### config.mk
export PLATFORM = sky130hd
export DESIGN_NAME = layer_map_and_precode_core
export DESIGN_NICKNAME = d
export VERILOG_FILES = /design/src/hdl/lmp_pkg.sv /design/src/hdl/lmp_mac.sv /design/src/hdl/layer_map_and_precode_core.sv
export SDC_FILE = /design/constraint.sdc
export NUM_CORES = 2
export LEC_CHECK = 0
export BUFFER_PORTS_ARGS = -buffer_cell sky130_fd_sc_hd__buf_2
export CORE_MARGIN = 2
export CORE_UTILIZATION = 50
export DETAILED_ROUTE_END_ITERATION = 8
export GPL_ROUTABILITY_DRIVEN = 0
export PLACE_DENSITY = 0.66
export REMOVE_ABC_BUFFERS = 1
export SYNTH_ARGS = -nofsm -noshare
export SYNTH_HDL_FRONTEND = slang
export SYNTH_SLANG_ARGS = --single-unit
### constraint.sdc
create_clock -name aclk -period 15.3 [get_ports aclk]
set_input_delay 3.06 -clock aclk [delete_from_list [all_inputs] [get_ports aclk]]
set_output_delay 3.06 -clock aclk [all_outputs]
set_load 0.02 [all_outputs]
### src/hdl/lmp_pkg.sv
`timescale 1ns / 1ps

package lmp_pkg;

    localparam int SYM_W  = 8;
    localparam int WGT_W  = 16;
    localparam int PROD_W = SYM_W + WGT_W;
    localparam int SUM_W  = 25;
    localparam int PORT_W = 2;
    localparam int CNT_W  = 3;

    localparam int S_TDATA_W = 56;
    localparam int M_TDATA_W = 56;

    // Output queue: depth, pointer and occupancy widths.
    localparam int OUT_DEPTH = 4;
    localparam int OUT_PTR_W = 2;
    localparam int OUT_CNT_W = 3;

    typedef enum logic {
        OP_WEIGHT = 1'b0,
        OP_SYMBOL = 1'b1
    } opcode_t;

    typedef enum logic {
        REG_LAYER_COUNT = 1'b0,
        REG_PORT_COUNT  = 1'b1
    } cfg_index_t;

    typedef struct packed {
        logic              first;
        logic              last;
        logic [PORT_W-1:0] port;
        logic              last_port;
    } lmp_tag_t;

    typedef struct packed {
        logic [PORT_W-1:0]       port;
        logic signed [SUM_W-1:0] re;
        logic signed [SUM_W-1:0] im;
        logic                    last_port;
    } lmp_result_t;

endpackage

### src/hdl/lmp_mac.sv
`timescale 1ns / 1ps

module lmp_mac (
    input  logic                               aclk,
    input  logic                               aresetn,
    input  logic                               in_valid,
    input  lmp_pkg::lmp_tag_t                  in_tag,
    input  logic [2*lmp_pkg::SYM_W-1:0]        in_sym,
    input  logic [2*lmp_pkg::WGT_W-1:0]        in_wgt,
    output logic                               out_valid,
    output lmp_pkg::lmp_result_t               out_result
);
    import lmp_pkg::*;

    logic signed [SYM_W-1:0]  sym_a;
    logic signed [SYM_W-1:0]  sym_b;
    logic signed [WGT_W-1:0]  wgt_c;
    logic signed [WGT_W-1:0]  wgt_d;

    logic signed [PROD_W-1:0] ac_reg;
    logic signed [PROD_W-1:0] bd_reg;
    logic signed [PROD_W-1:0] ad_reg;
    logic signed [PROD_W-1:0] bc_reg;
    logic                     prod_valid_reg;
    lmp_tag_t                 prod_tag_reg;

    logic signed [SUM_W-1:0]  acc_re_reg;
    logic signed [SUM_W-1:0]  acc_im_reg;
    logic signed [SUM_W-1:0]  acc_re_next;
    logic signed [SUM_W-1:0]  acc_im_next;
    logic signed [SUM_W-1:0]  base_re;
    logic signed [SUM_W-1:0]  base_im;

    assign sym_a = $signed(in_sym[2*SYM_W-1:SYM_W]);
    assign sym_b = $signed(in_sym[SYM_W-1:0]);
    assign wgt_c = $signed(in_wgt[2*WGT_W-1:WGT_W]);
    assign wgt_d = $signed(in_wgt[WGT_W-1:0]);

    always_ff @(posedge aclk) begin
        if (!aresetn) begin
            prod_valid_reg <= 1'b0;
        end else begin
            prod_valid_reg <= in_valid;
        end
        prod_tag_reg <= in_tag;
        ac_reg       <= sym_a * wgt_c;
        bd_reg       <= sym_b * wgt_d;
        ad_reg       <= sym_a * wgt_d;
        bc_reg       <= sym_b * wgt_c;
    end

    // The accumulator keeps only the low bits of the sum, so it wraps the same
    // way as a full-width sum truncated at the end.
    always_comb begin
        base_re     = prod_tag_reg.first ? '0 : acc_re_reg;
        base_im     = prod_tag_reg.first ? '0 : acc_im_reg;
        acc_re_next = base_re + SUM_W'(ac_reg) - SUM_W'(bd_reg);
        acc_im_next = base_im + SUM_W'(ad_reg) + SUM_W'(bc_reg);
    end

    always_ff @(posedge aclk) begin
        if (prod_valid_reg) begin
            acc_re_reg <= acc_re_next;
            acc_im_reg <= acc_im_next;
        end
    end

    assign out_valid            = prod_valid_reg && prod_tag_reg.last;
    assign out_result.port      = prod_tag_reg.port;
    assign out_result.re        = acc_re_next;
    assign out_result.im        = acc_im_next;
    assign out_result.last_port = prod_tag_reg.last_port;

endmodule

### src/hdl/layer_map_and_precode_core.sv
`timescale 1ns / 1ps
// The first port result of an element, after the symbol that completes it,
// passes the state register, the memory read registers, the product registers
// and the result queue; each further layer adds a read. An element holds both
// memories for layers*ports reads, one weight read per cycle while credit lasts.
// Reset clears counters, configuration (both counts to 1) and the output queue;
// the weight and symbol memories are not cleared.
module layer_map_and_precode_core #(
    parameter int MAX_LAYERS = 4,
    parameter int MAX_PORTS  = 4
) (
    input  logic                                aclk,
    input  logic                                aresetn,
    input  logic                                cfg_we,
    input  lmp_pkg::cfg_index_t                 cfg_index,
    input  logic [lmp_pkg::CNT_W-1:0]           cfg_data,
    input  logic                                s_tvalid,
    output logic                                s_tready,
    // symbol_re, symbol_im, port_index, layer_index, weight_re, weight_im
    input  logic [lmp_pkg::S_TDATA_W-1:0]       s_tdata,
    // opcode
    input  logic                                s_tuser,
    output logic                                m_tvalid,
    input  logic                                m_tready,
    // out_re, out_im
    output logic [lmp_pkg::M_TDATA_W-1:0]       m_tdata,
    // out_port
    output logic [lmp_pkg::PORT_W-1:0]          m_tuser,
    output logic                                m_tlast
);
    import lmp_pkg::*;

    localparam int LIW    = (MAX_LAYERS > 1) ? $clog2(MAX_LAYERS) : 1;
    localparam int PIW    = (MAX_PORTS > 1) ? $clog2(MAX_PORTS) : 1;
    localparam int LCW    = $clog2(MAX_LAYERS + 1);
    localparam int PCW    = $clog2(MAX_PORTS + 1);
    localparam int WDEPTH = MAX_PORTS * MAX_LAYERS;
    localparam int WAW    = (WDEPTH > 1) ? $clog2(WDEPTH) : 1;

    typedef enum logic [1:0] {
        ST_IDLE = 2'b01,
        ST_RUN  = 2'b10
    } state_t;

    function automatic int clamp_count(input logic [CNT_W-1:0] v, input int maxv);
        if (v == '0) begin
            return 1;
        end else if (int'(v) > maxv) begin
            return maxv;
        end else begin
            return int'(v);
        end
    endfunction

    // Input fields
    logic [SYM_W-1:0]  in_sym_re;
    logic [SYM_W-1:0]  in_sym_im;
    logic [1:0]        in_port;
    logic [1:0]        in_layer;
    logic [WGT_W-1:0]  in_wgt_re;
    logic [WGT_W-1:0]  in_wgt_im;

    assign in_sym_re = s_tdata[7:0];
    assign in_sym_im = s_tdata[15:8];
    assign in_port   = s_tdata[17:16];
    assign in_layer  = s_tdata[19:18];
    assign in_wgt_re = s_tdata[35:20];
    assign in_wgt_im = s_tdata[51:36];

    // Control state
    state_t               state_reg, state_next;
    logic [LCW-1:0]       layers_reg;
    logic [PCW-1:0]       ports_reg;
    logic [LIW-1:0]       pos_reg, pos_next;
    logic [LIW-1:0]       l_reg, l_next;
    logic [PIW-1:0]       p_reg, p_next;
    logic [OUT_CNT_W-1:0] credit_reg, credit_next;

    logic [LIW-1:0] last_layer_idx;
    logic [PIW-1:0] last_port_idx;
    logic           at_last_layer;
    logic           at_last_port;
    logic           issue;
    logic           issue_done;
    logic           take;
    logic           s_xfer;
    logic           is_symbol;
    logic           complete;
    logic           pop;

    // Memories and their read registers
    logic [2*SYM_W-1:0] sym_mem [MAX_LAYERS];
    logic [2*WGT_W-1:0] wgt_mem [WDEPTH];
    logic [2*SYM_W-1:0] sym_rd_reg;
    logic [2*WGT_W-1:0] wgt_rd_reg;
    logic               rd_valid_reg;
    lmp_tag_t           rd_tag_reg;
    lmp_tag_t           issue_tag;
    logic [LIW-1:0]     sym_wr_addr;
    logic               wgt_we;
    logic [WAW-1:0]     wgt_wr_addr;
    logic [WAW-1:0]     wgt_rd_addr;

    // Result queue
    logic                 push;
    lmp_result_t          push_data;
    lmp_result_t          fifo_reg [OUT_DEPTH];
    logic [OUT_PTR_W-1:0] wr_ptr_reg;
    logic [OUT_PTR_W-1:0] rd_ptr_reg;
    logic [OUT_CNT_W-1:0] count_reg;
    lmp_result_t          head;

    assign last_layer_idx = LIW'(int'(layers_reg) - 1);
    assign last_port_idx  = PIW'(int'(ports_reg) - 1);
    assign at_last_layer  = (l_reg == last_layer_idx);
    assign at_last_port   = (p_reg == last_port_idx);

    // A port starts only when a queue slot is reserved for its result, so the
    // read pipeline never has to stall.
    assign issue      = (state_reg == ST_RUN) && ((l_reg != '0) || (credit_reg != '0));
    assign issue_done = issue && at_last_layer && at_last_port;
    assign take       = issue && (l_reg == '0);

    // The next item is taken during the last read cycle of an element; reads
    // see the memory contents from before that edge.
    assign s_tready  = (state_reg == ST_IDLE) || issue_done;
    assign s_xfer    = s_tvalid && s_tready;
    assign is_symbol = (s_tuser == OP_SYMBOL);
    assign complete  = s_xfer && is_symbol && (int'(pos_reg) + 1 >= int'(layers_reg));

    assign pop = m_tvalid && m_tready;

    always_comb begin
        state_next  = state_reg;
        pos_next    = pos_reg;
        l_next      = l_reg;
        p_next      = p_reg;
        credit_next = credit_reg + OUT_CNT_W'(pop) - OUT_CNT_W'(take);

        case (state_reg)
            ST_IDLE: begin
                if (complete) begin
                    state_next = ST_RUN;
                end
            end
            ST_RUN: begin
                if (issue_done) begin
                    state_next = complete ? ST_RUN : ST_IDLE;
                end
            end
            default: begin
                state_next = ST_IDLE;
            end
        endcase

        if (issue) begin
            if (at_last_layer) begin
                l_next = '0;
                p_next = at_last_port ? '0 : p_reg + PIW'(1);
            end else begin
                l_next = l_reg + LIW'(1);
            end
        end

        if (cfg_we && (cfg_index == REG_LAYER_COUNT)) begin
            pos_next = '0;
        end else if (s_xfer && is_symbol) begin
            pos_next = complete ? '0 : pos_reg + LIW'(1);
        end
    end

    always_ff @(posedge aclk) begin
        if (!aresetn) begin
            state_reg  <= ST_IDLE;
            layers_reg <= LCW'(1);
            ports_reg  <= PCW'(1);
            pos_reg    <= '0;
            l_reg      <= '0;
            p_reg      <= '0;
            credit_reg <= OUT_CNT_W'(OUT_DEPTH);
        end else begin
            state_reg  <= state_next;
            pos_reg    <= pos_next;
            l_reg      <= l_next;
            p_reg      <= p_next;
            credit_reg <= credit_next;
            if (cfg_we) begin
                case (cfg_index)
                    REG_LAYER_COUNT: layers_reg <= LCW'(clamp_count(cfg_data, MAX_LAYERS));
                    REG_PORT_COUNT:  ports_reg  <= PCW'(clamp_count(cfg_data, MAX_PORTS));
                    default: begin
                    end
                endcase
            end
        end
    end

    // Memory write and read
    assign sym_wr_addr = complete ? last_layer_idx : pos_reg;
    assign wgt_we      = s_xfer && !is_symbol && (int'(in_port) < MAX_PORTS)
                         && (int'(in_layer) < MAX_LAYERS);
    assign wgt_wr_addr = WAW'(int'(in_port) * MAX_LAYERS + int'(in_layer));
    assign wgt_rd_addr = WAW'(int'(p_reg) * MAX_LAYERS + int'(l_reg));

    always_ff @(posedge aclk) begin
        if (s_xfer && is_symbol) begin
            sym_mem[sym_wr_addr] <= {in_sym_re, in_sym_im};
        end
        if (wgt_we) begin
            wgt_mem[wgt_wr_addr] <= {in_wgt_re, in_wgt_im};
        end
        if (issue) begin
            sym_rd_reg <= sym_mem[l_reg];
            wgt_rd_reg <= wgt_mem[wgt_rd_addr];
        end
    end

    assign issue_tag.first     = (l_reg == '0);
    assign issue_tag.last      = at_last_layer;
    assign issue_tag.port      = PORT_W'(p_reg);
    assign issue_tag.last_port = at_last_port;

    always_ff @(posedge aclk) begin
        if (!aresetn) begin
            rd_valid_reg <= 1'b0;
        end else begin
            rd_valid_reg <= issue;
        end
        rd_tag_reg <= issue_tag;
    end

    lmp_mac u_mac (
        .aclk       (aclk),
        .aresetn    (aresetn),
        .in_valid   (rd_valid_reg),
        .in_tag     (rd_tag_reg),
        .in_sym     (sym_rd_reg),
        .in_wgt     (wgt_rd_reg),
        .out_valid  (push),
        .out_result (push_data)
    );

    // Result queue
    always_ff @(posedge aclk) begin
        if (!aresetn) begin
            wr_ptr_reg <= '0;
            rd_ptr_reg <= '0;
            count_reg  <= '0;
        end else begin
            if (push) begin
                wr_ptr_reg <= wr_ptr_reg + OUT_PTR_W'(1);
            end
            if (pop) begin
                rd_ptr_reg <= rd_ptr_reg + OUT_PTR_W'(1);
            end
            count_reg <= count_reg + OUT_CNT_W'(push) - OUT_CNT_W'(pop);
        end
    end

    always_ff @(posedge aclk) begin
        if (push) begin
            fifo_reg[wr_ptr_reg] <= push_data;
        end
    end

    assign head     = fifo_reg[rd_ptr_reg];
    assign m_tvalid = (count_reg != '0);
    assign m_tdata  = {{(M_TDATA_W - 2*SUM_W){1'b0}}, head.im, head.re};
    assign m_tuser  = head.port;
    assign m_tlast  = head.last_port;

endmodule

==> flow_summary.ini <==
[grt]
grt_first_pass_wirelength_um = 191000
grt_max_degree = 56
grt_pass1_vias = 34200
antenna_found_initial = 14
grt_util_all_layers = 0.207
grt_overflow = 0

[synthesis]
synth-seq-cells = 1019
synth_fa_ha_area_frac = 0.211
ys_async_sr_fraction = 0
synth_area_um2 = 58300
ys_warn_count = 0
synthTopCellsByCount = edfxtp_1 (886), inv_1 (648), fa_1 (463)
avgSynthCellArea_um2 = 13.9
synth_edf_count = 886
synth-xor-area-share = 0.0186
synth_cell_type_count = 71
synth_top_family_by_area = adder cells
syn_inst = 4179
synth.area.top_cells = edfxtp_1 (46%), fa_1 (16%), mux4_2 (8.8%)
yosys.cell_count.top_type = edfxtp_1
ys.flop_type = edfxtp_1
synth_compound_area_frac = 0.0422
synth-simple-area-share = 0.0836
yosysSeqAreaShare = 0.502
synth.area.mux_share = 0.0900
synth.top_cell.area_share = 0.456
synth_area_leader_cell = edfxtp_1

[flow_run]
max_cap_viol_count = 0

[clock_network]
root_buffer = clkbuf_16
cts_made_buffers = 103
clk_latency_ns = 0.71
clkTransAtPathRegs_ns = 0.06
ctsResizeCount = 0
cts_buffer_depth = 3
cts_tree = yes
htree_num_levels = 3
clock_sinks = 1019
postCtsHoldBufs = 0
post_cts_buffers = 0

[routing]
drc = 0
drtPass1Iterations = 7
drtAntennaViolNets = 0
vias = 32000
routed_wl_um = 121000
wl_per_cell_um = 20.4
drtIter0Drc = 1970
viasPerCell = 5.41

[min_path]
holdPathStages = 0
hp-class = register to register

[run_status]
status = finished, final reports clean

[timing]
relSlewSlack = 0.229
period_share = 0.393
drv_slew = 0
clock_skew_ns = 0.0487
fmax_mhz = 166
hold_viol = 0
fin_crit_ns = 6.01
rsz0062_at_grt = no
tightest_slew_ns = 1.14
fin_tns_setup_ns = 0
setup_viol = 0

[worst_setup_path]
critPathRequiredTime_ns = 15.85
path_class = register to register
reg2reg_depth = 17
crit_fanout = 16
cp-end-kind = register
cp-start-kind = register
worstPathArrival_ns = 6.56

[power]
switching_share = 0.355
combPwrFrac = 0.388
p_switching_mw = 3.71
cellPowerDensity_nw_per_um2 = 162
power.leakage_nw = 24.7
clockPowerShare = 0.247
pwr-share-seq = 0.364
intPower_mw = 6.73
ir_drop_uv = 125

[placed_design]
numPlacedInstances = 5726
portBuffers = 116
dp_hpwl_um = 80000
placed_area_um2 = 60700

[cells_and_area]
largest_register_ffs = 512
drive_above_1_share = 0.138
nNetsFinal = 5079
layout.cells.non_filler = 5918
syn2layout_area_growth_pct = 10.2
post-route-cell-area_um2 = 64200
fill_cells = 9374

[floorplanning]
initial_utilization = 0.503
die_x_um = 345
die_h_um = 345
die-area_um2 = 119000
ios = 127
std_cell_rows = 125
coreArea_um2 = 116000
-- cell families after synthesis --
| family | count (synthesis) |
|---|---|
| AOI/OAI and AO/OA | 390 |
| xor gates and xnor gates | 124 |
| adders and majority gates | 706 |
| buffers and inverters | 796 |
| DFF | 1019 |
| muxes | 236 |
| other | 1 |
| and+or+nand+nor | 907 |
-- power groups by stage --
stage / logic (mW) / registers [mW] / clock network (mW)
after floorplan: 2.93 / 3.85 / 0
after global placement: 3.94 / 3.86 / 0
after detailed placement: 4.05 / 3.86 / 0
after CTS: 4.07 / 3.81 / 2.64
after global routing: 4.59 / 3.82 / 2.75
final: 4.05 / 3.80 / 2.58
-- metrics by stage --
| step | setup slack (ns) | hold slack (ns) | power (mW) | util |
|---|---|---|---|---|
| global route | 8.99 | 0.342 | 11.2 | 0.554 |
| floorplan | 4.05 | 0.310 | 6.78 | - |
| finish | 9.29 | 0.328 | 10.4 | 0.554 |
| global placement | 9.31 | 0.313 | 7.80 | 0.524 |
| CTS | 9.24 | 0.328 | 10.5 | 0.554 |
| detailed placement | 9.21 | 0.313 | 7.91 | 0.524 |
-- placed cells by master (no fill, tap or decap), types with 116 or more instances in the layout --
cell	instances
mux4_2	229
fa_1	463
inv_1	647
edfxtp_1	886
nor2_1	131
nand2_1	173
and2_1	363
dfxtp_1	126
buf_2	116
ha_1	243
-- critical path, cell delays in order (launching register included) --
cell	delay, ns
edfxtp_1	0.63
inv_1	0.60
buf_4	0.37
nor2_1	0.10
fa_1	0.53
fa_1	0.44
fa_1	0.49
inv_1	0.05
fa_1	0.47
inv_1	0.04
ha_1	0.32
or4_1	0.48
o21ai_0	0.15
a211oi_1	0.15
o21ai_0	0.36
o21ai_0	0.23
o41ai_1	0.34
xnor2_1	0.13
-- layout make-up --
cell class / instances / area [µm²] / area share
clock inverters: 70 / 870 / 0.0135
repair buffers: 166 / 956 / 0.0149
multi-input cells: 2369 / 26100 / 0.407
clock buffers: 120 / 2650 / 0.0413
inverters: 648 / 2430 / 0.0379
diodes: 2 / 5.00 / 0.0000779
well taps: 1524 / 1910 / 0.0297
flip-flops and latches: 1019 / 29300 / 0.456
-- path summary, 6_finish.rpt --
path                                startpoint                  end  slack (ns)
worst max-delay path            sym_rd_reg[15]     u_mac.ad_reg[23]        9.29
worst min register to register   rd_tag_reg[0]  u_mac.out_result[0]        0.33
worst min-delay path             rd_tag_reg[0]  u_mac.out_result[0]        0.33
worst max register to register  sym_rd_reg[15]     u_mac.ad_reg[23]        9.29
-- per-layer routing --
layer,wire [µm],up-vias,track usage
met1,49800,16500,0.263
met3,5050,198,0.0260
met2,62500,602,0.372
li1,-,14700,-
met5,87,-,0
met4,3150,16,0.0602
Note: power is estimated with default switching activity, not from simulation.
